--- config.mk ---
export PLATFORM = sky130hd
export DESIGN_NAME = tca_queue
export DESIGN_NICKNAME = d
export VERILOG_FILES = /design/src/tca_pkg.sv /design/src/tca_queue.sv
export SDC_FILE = /design/constraint.sdc
export NUM_CORES = 1
export LEC_CHECK = 0
export BUFFER_PORTS_ARGS = -buffer_cell sky130_fd_sc_hd__buf_2
export CAP_MARGIN = 15
export CELL_PAD_IN_SITES_DETAIL_PLACEMENT = 2
export CELL_PAD_IN_SITES_GLOBAL_PLACEMENT = 2
export CORE_MARGIN = 4
export CORE_UTILIZATION = 34
export DETAILED_ROUTE_END_ITERATION = 10
export PLACE_DENSITY = 0.73
export SYNTH_ARGS = -nofsm -noshare
export SYNTH_HDL_FRONTEND = slang
export SYNTH_SLANG_ARGS = --single-unit
export TNS_END_PERCENT = 1
--- constraint.sdc ---
create_clock -name clk -period 3.7 [get_ports clk]
set_clock_uncertainty 0.15 [all_clocks]
set_input_delay 0.185 -clock clk [delete_from_list [all_inputs] [get_ports clk]]
set_output_delay 0.185 -clock clk [all_outputs]
set_load 0.02 [all_outputs]
--- src/tca_pkg.sv ---
// ----------------------------------------------------------------------------
// Thrust curve analyzer package
// Shared constants, types and a helper function.
// ----------------------------------------------------------------------------
package tca_pkg;

  localparam int unsigned MaxCount = 65536;
  localparam int unsigned CntW = $clog2(MaxCount + 1);

  localparam logic [1:0] RegTrigger = 2'd0;
  localparam logic [1:0] RegStop = 2'd1;
  localparam logic [1:0] RegStopTime = 2'd2;

  localparam logic signed [40:0] SumMax = {1'b0, {40{1'b1}}};
  localparam logic signed [40:0] SumMin = {1'b1, {40{1'b0}}};
  localparam logic [43:0] RiseMax = {44{1'b1}};
  localparam logic [19:0] Million = 20'd1000000;
  localparam logic [9:0] Thousand = 10'd1000;

  typedef struct packed {
    logic [31:0] time_us;
    logic signed [23:0] force_req;
    logic last;
  } sample_t;

  typedef struct packed {
    logic [23:0] peak_force;
    logic [23:0] minimum_force;
    logic [23:0] average_force;
    logic [23:0] burn_average_force;
    logic [62:0] impulse;
    logic [43:0] max_rise_rate;
    logic [15:0] ignition_index;
    logic [15:0] peak_index;
    logic [15:0] burn_end_index;
    logic [31:0] duration_us;
    logic [31:0] burn_time_us;
    logic overflowed;
  } result_t;

  function automatic logic signed [40:0] sat_add41(logic signed [40:0] a,
                                                    logic signed [23:0] b);
    logic signed [41:0] s;
    s = 42'(a) + 42'(b);
    if (s > 42'(SumMax)) return SumMax;
    if (s < 42'(SumMin)) return SumMin;
    return s[40:0];
  endfunction

endpackage

--- src/tca_queue.sv ---
// ----------------------------------------------------------------------------
// Thrust curve analyzer sample queue
// Two-entry queue that decouples the accepting front from the processing back.
// ----------------------------------------------------------------------------
module tca_queue
  import tca_pkg::*;
(
  input  logic    clk,
  input  logic    rst_n,
  input  logic    wr_valid,
  output logic    wr_ready,
  input  sample_t wr_data,
  output logic    rd_valid,
  input  logic    rd_ready,
  output sample_t rd_data
);

  sample_t     mem_r [2];
  logic        wp_r, rp_r;
  logic [1:0]  cnt_r;
  logic        wr_en, rd_en;

  assign wr_ready = (cnt_r != 2'd2);
  assign rd_valid = (cnt_r != 2'd0);
  assign rd_data = mem_r[rp_r];
  assign wr_en = wr_valid && wr_ready;
  assign rd_en = rd_valid && rd_ready;

  always_ff @(posedge clk) begin
    if (wr_en) begin
      mem_r[wp_r] <= wr_data;
    end
    if (!rst_n) begin
      wp_r <= 1'b0;
      rp_r <= 1'b0;
      cnt_r <= 2'd0;
    end else begin
      if (wr_en) wp_r <= ~wp_r;
      if (rd_en) rp_r <= ~rp_r;
      cnt_r <= cnt_r + 2'(wr_en) - 2'(rd_en);
    end
  end

  assert property (@(posedge clk) disable iff (!rst_n) cnt_r <= 2'd2)
    else $error("queue count out of range");
  assert property (@(posedge clk) disable iff (!rst_n)
    (cnt_r == 2'd0 && !wr_en) |=> !rd_valid)
    else $error("queue shows data while empty");

endmodule

### Word-level counts from Yosys, hierarchy flattened

Memories as Yosys holds them, arrays and structs flattened. A register that Yosys moved wholly into a read port is not among the register bits.
Cells that the tools add are included.

* eq/ne operators: 1
* bitwise logic cells: 2
* multiply operators: 0
* reduce and logical (&&, ||, !) cells: 3
* muxes and demuxes: 4
* shifts and indexed selects: 0
* divide/modulo/power cells: 0
* $add $sub $neg: 2
* order comparisons: 0

Operator list (count)
* $mux W1: 4
* $add A2 B1 Y2: 1
* $logic_and A1 B1 Y1: 2
* $ne A2 B2 Y1 const B: 1
* $not A1 Y1: 2
* $reduce_bool A2 Y1: 1
* $sub A2 B1 Y2: 1

* memories kept: 1
* flip-flop bits (word level): 4
* bits in read-only memories: 0
* word-level logic and storage cells: 16
* input bits: 61
* bits in latches: 0
* output and inout port bits: 59
* bits in writable memories: 114

Memories
* mem_r: depth 2, width 57, read ports 1, clocked after Yosys merged registers in 1, write ports 1, line tca_queue.sv:18 `sample_t mem_r [2];`

### Longest topological paths before layout

* depth after elaboration: 4
* mapped depth: 8
* depth with buffers taken out: 8

### Worst setup path after synthesis

OpenSTA, ideal clock, no wires.

* path type: reg-to-reg
* start point: register cnt_r[0]
* end point: memory mem_r[0][0] in the netlist's numbering, enable pin
* path slack: -0.066 ns
* required time: 3.078 ns
* buffers on the path: 0
* stages on the path, launching flop included: 4
* period minus slack after synthesis: 3.766 ns
* setup time: 0.472 ns
* arrival: 3.144 ns
* path through: dfxtp_1 > nand2b_1 > nand2_1 > nor2_1

* cells in the longest elaborated chain, start to end: 4

Ends and longest elaborated chain
* start, declared: line tca_queue.sv:20 `logic [1:0] cnt_r;`
* start signal, assigned: line tca_queue.sv:40 `cnt_r <= cnt_r + 2'(wr_en) - 2'(rd_en);`
* $ne A2 B2 Y1: line tca_queue.sv:23 `assign wr_ready = (cnt_r != 2'd2);`
* via wr_ready: line tca_queue.sv:11 `output logic wr_ready,`
* $logic_and A1 B1 Y1: line tca_queue.sv:26 `assign wr_en = wr_valid && wr_ready;`
* $mux W1: line tca_queue.sv:30 `if (wr_en) begin`
* $mux W1 (implied by the code): line tca_queue.sv:31 `mem_r[wp_r] <= wr_data;`
* end, declared: line tca_queue.sv:18

The timed path passes the listed nets, and every way through them passes these cells.

==> reports/results.tsv <==
metric	value	unit
share of async-settable or async-resettable flops after synthesis	0	%
area share of the largest cell type after synthesis	76.6	%
combinational power share	23.6	%
Final ANT Viol Nets	0	
Num CTS Buffers	17	
LEAKAGE	0.00250	uW
Routability Congestion	0.699	
CTS root buf	clkbuf_16	
Worst EP arrival	2.02	ns
gr ovfl total	0	
main area contributors after synthesis	edfxtp_1, mux2_4, mux2_2, dfxtp_1, buf_6	
outcome	finished, final reports clean	
Post-Syn Area	0.00447	mm2
detailed-route wire length per cell	17.7	um
Worst-Margin Slew	0.964	ns
initial antenna violation count	0	
maxcap violations	0	
Core Rows	41	
r2r setup slk	1.48	ns
CTS Buffer Depth	2	
count leader, synth	edfxtp_1	
syn avg cell area	22.2	um2
Flop pwr share	41.3	%
All-Layer GR Usage	14.8	%
Final nets	457	
sw frac	27.7	%
IO Port Bufs	119	
r2r endpoint	mem_r[1][13]	
n_diodes	0	
dominant synthesized flop cell	edfxtp_1	
Die H	123	um
Post-synth EDFFs	114	
Mapped Cells	201	
count of final setup violators	0	
internal power	3240	uW
Yosys warnings	0	
WL final	10200	um
first-pass GRT wire length	15800	um
chip width	123	um
WHS Endpoint	wp_r	
final period utilization	63.8	%
fraction of layout cells with a size suffix above 1	51.8	%
crit path launch type	register	
Post-DP HPWL	6240	um
Clock Power Share	35.1	%
CTS tree	yes	
crit path kind	register to output pin	
First-pass DRT Iterations	4	
CTS HTree Levels	4	
fmax	424	MHz
clock transition at the registers of the reported paths	0.05	ns
number of global-route vias before repair	2889	
post-layout util	50.5	%
Worst Setup End Kind	output pin	
Mapped Nets	264	
core area	0.0127	mm2
Iter 0 DRT Violations	129	
largest net degree at the start of global routing	58	
Vias per Instance	4.39	
fill cell count	1189	
Seq/Total Area, Yosys	78.9	%
Post-synth top cells	edfxtp_1, mux2_4, mux2_2	
FF-to-FF path depth	3	
TNS Setup	0	ns
io pins	120	
FF-to-FF Start	cnt_r[0]	
post-synth top area cell	edfxtp_1	
Power Density	697	mW/mm2
Sink Count	119	
Worst EP required	3.37	ns
later-pin clock latency in the skew report	0.41	ns
NetSw	1240	uW
post-layout minimum cycle time	2.36	ns
Pins Over Slew Limit	0	
Synth Register Bits	119	
total vias in the final route	2542	
crit path max fanout	57	
drt drc	0	
Hold Crit Start	wr_valid	
Yosys cell types	18	
RSZ-0062 raised after global routing	false	
Max VDD drop	0.319	mV
Initial Util	35.1	%
Layout area overhead	43.8	%
Hold Violations, Final	0	
Hold Crit Depth	3	
setup bufs post-CTS	0	
HP Class	input pin to register	
Die ar.	0.0150	mm2
Worst slew margin	35.7	%
## what timing repair did
| item | CTS | global route |
|---|---|---|
| hold endpoints to repair | 119 | 0 |
| gates resized for setup | 0 | 0 |
| hold buffers | 58 | 0 |
## through the flow
stage / hold WS [ns] / power [uW] / instances / area [um2] / setup slack [ns]
CTS: 0.0328 / 4550 / 579 / 6420 / 1.29
finish: 0.0540 / 4480 / 579 / 6420 / 1.34
global placement: 0.223 / 2870 / 489 / 5260 / 1.52
global route: 0.0451 / 4700 / 579 / 6420 / 1.22
floorplan: 0.134 / 2570 / 201 / 4470 / 0.884
detailed placement: 0.227 / 2910 / 489 / 5260 / 1.44
## cell usage in the layout, fill, tap and decap left out, types with 2 or more instances in the layout
cell type,count
mux2_4,30
buf_2,119
xnor2_1,3
dlygate4sd3_1,58
clkbuf_8,10
nor2b_1,2
and2_1,2
ha_1,2
nand2_1,2
nand2b_1,2
clkbuf_16,17
mux2_2,27
edfxtp_1,114
dfxtp_1,4
clkbuf_1,4
buf_4,3
## worst max-delay path by stage
stage | end | start | depth (start not counted) | slack, ns
floorplan | mem_r[0][0] | cnt_r[0] | 3 | 0.88
global route | rd_data[2] | register | 2 | 1.22
CTS | rd_data[2] | register | 2 | 1.29
detailed placement | mem_r[1][13] | cnt_r[0] | 3 | 1.44
finish | rd_data[2] | register | 2 | 1.34
global placement | mem_r[1][12] | cnt_r[0] | 3 | 1.52
## power groups by stage
stage / sequential (uW) / combinational [uW] / clock (uW)
floorplan: 1760 / 804 / 0
global placement: 1870 / 1010 / 0
detailed placement: 1880 / 1030 / 0
CTS: 1860 / 1080 / 1610
global route: 1880 / 1140 / 1680
finish: 1850 / 1060 / 1570
## kinds of logic (layout without fill, tap and decap cells)
kind of cell             count (synthesis)  in the layout  share of synthesized area, %
adder cells (fa/ha/maj)                  2              2                         0.560
buffers and inverters                    7            213                          1.32
flip-flops                             119            119                          78.9
AND/OR/NAND/NOR                         11             11                          1.37
XOR/XNOR                                 3              3                         0.588
AO/OA/AOI/OAI                            1              1                         0.168
multiplexers                            58             58                          17.1
## critical path: stages (launching register included)
cell and delay, ns:
dfxtp_4 0.97, mux2_2 0.42, buf_2 0.17
## per-layer routing
metal	wire, um	GRT usage, %
met2	5540	25.5
met5	0	0
met4	133	6.51
met1	4020	15.8
met3	545	6.64
## registers in the layout (all words and copies together) (netlist names), named ones only
register / count
mem_r: 114
cnt_r: 2
rp_r: 1
wp_r: 1
## layout make-up
cell class / count / area (um2) / area share, %
sequential: 119 / 3530 / 54.9
timing repair buffer: 180 / 1200 / 18.7
multi-input combinational: 75 / 893 / 13.9
clock buffer: 31 / 578 / 9.00
tap: 172 / 215 / 3.35
clock inverter: 1 / 5.00 / 0.0779
inverter: 1 / 3.75 / 0.0585
(Power assumes the default switching activity.)
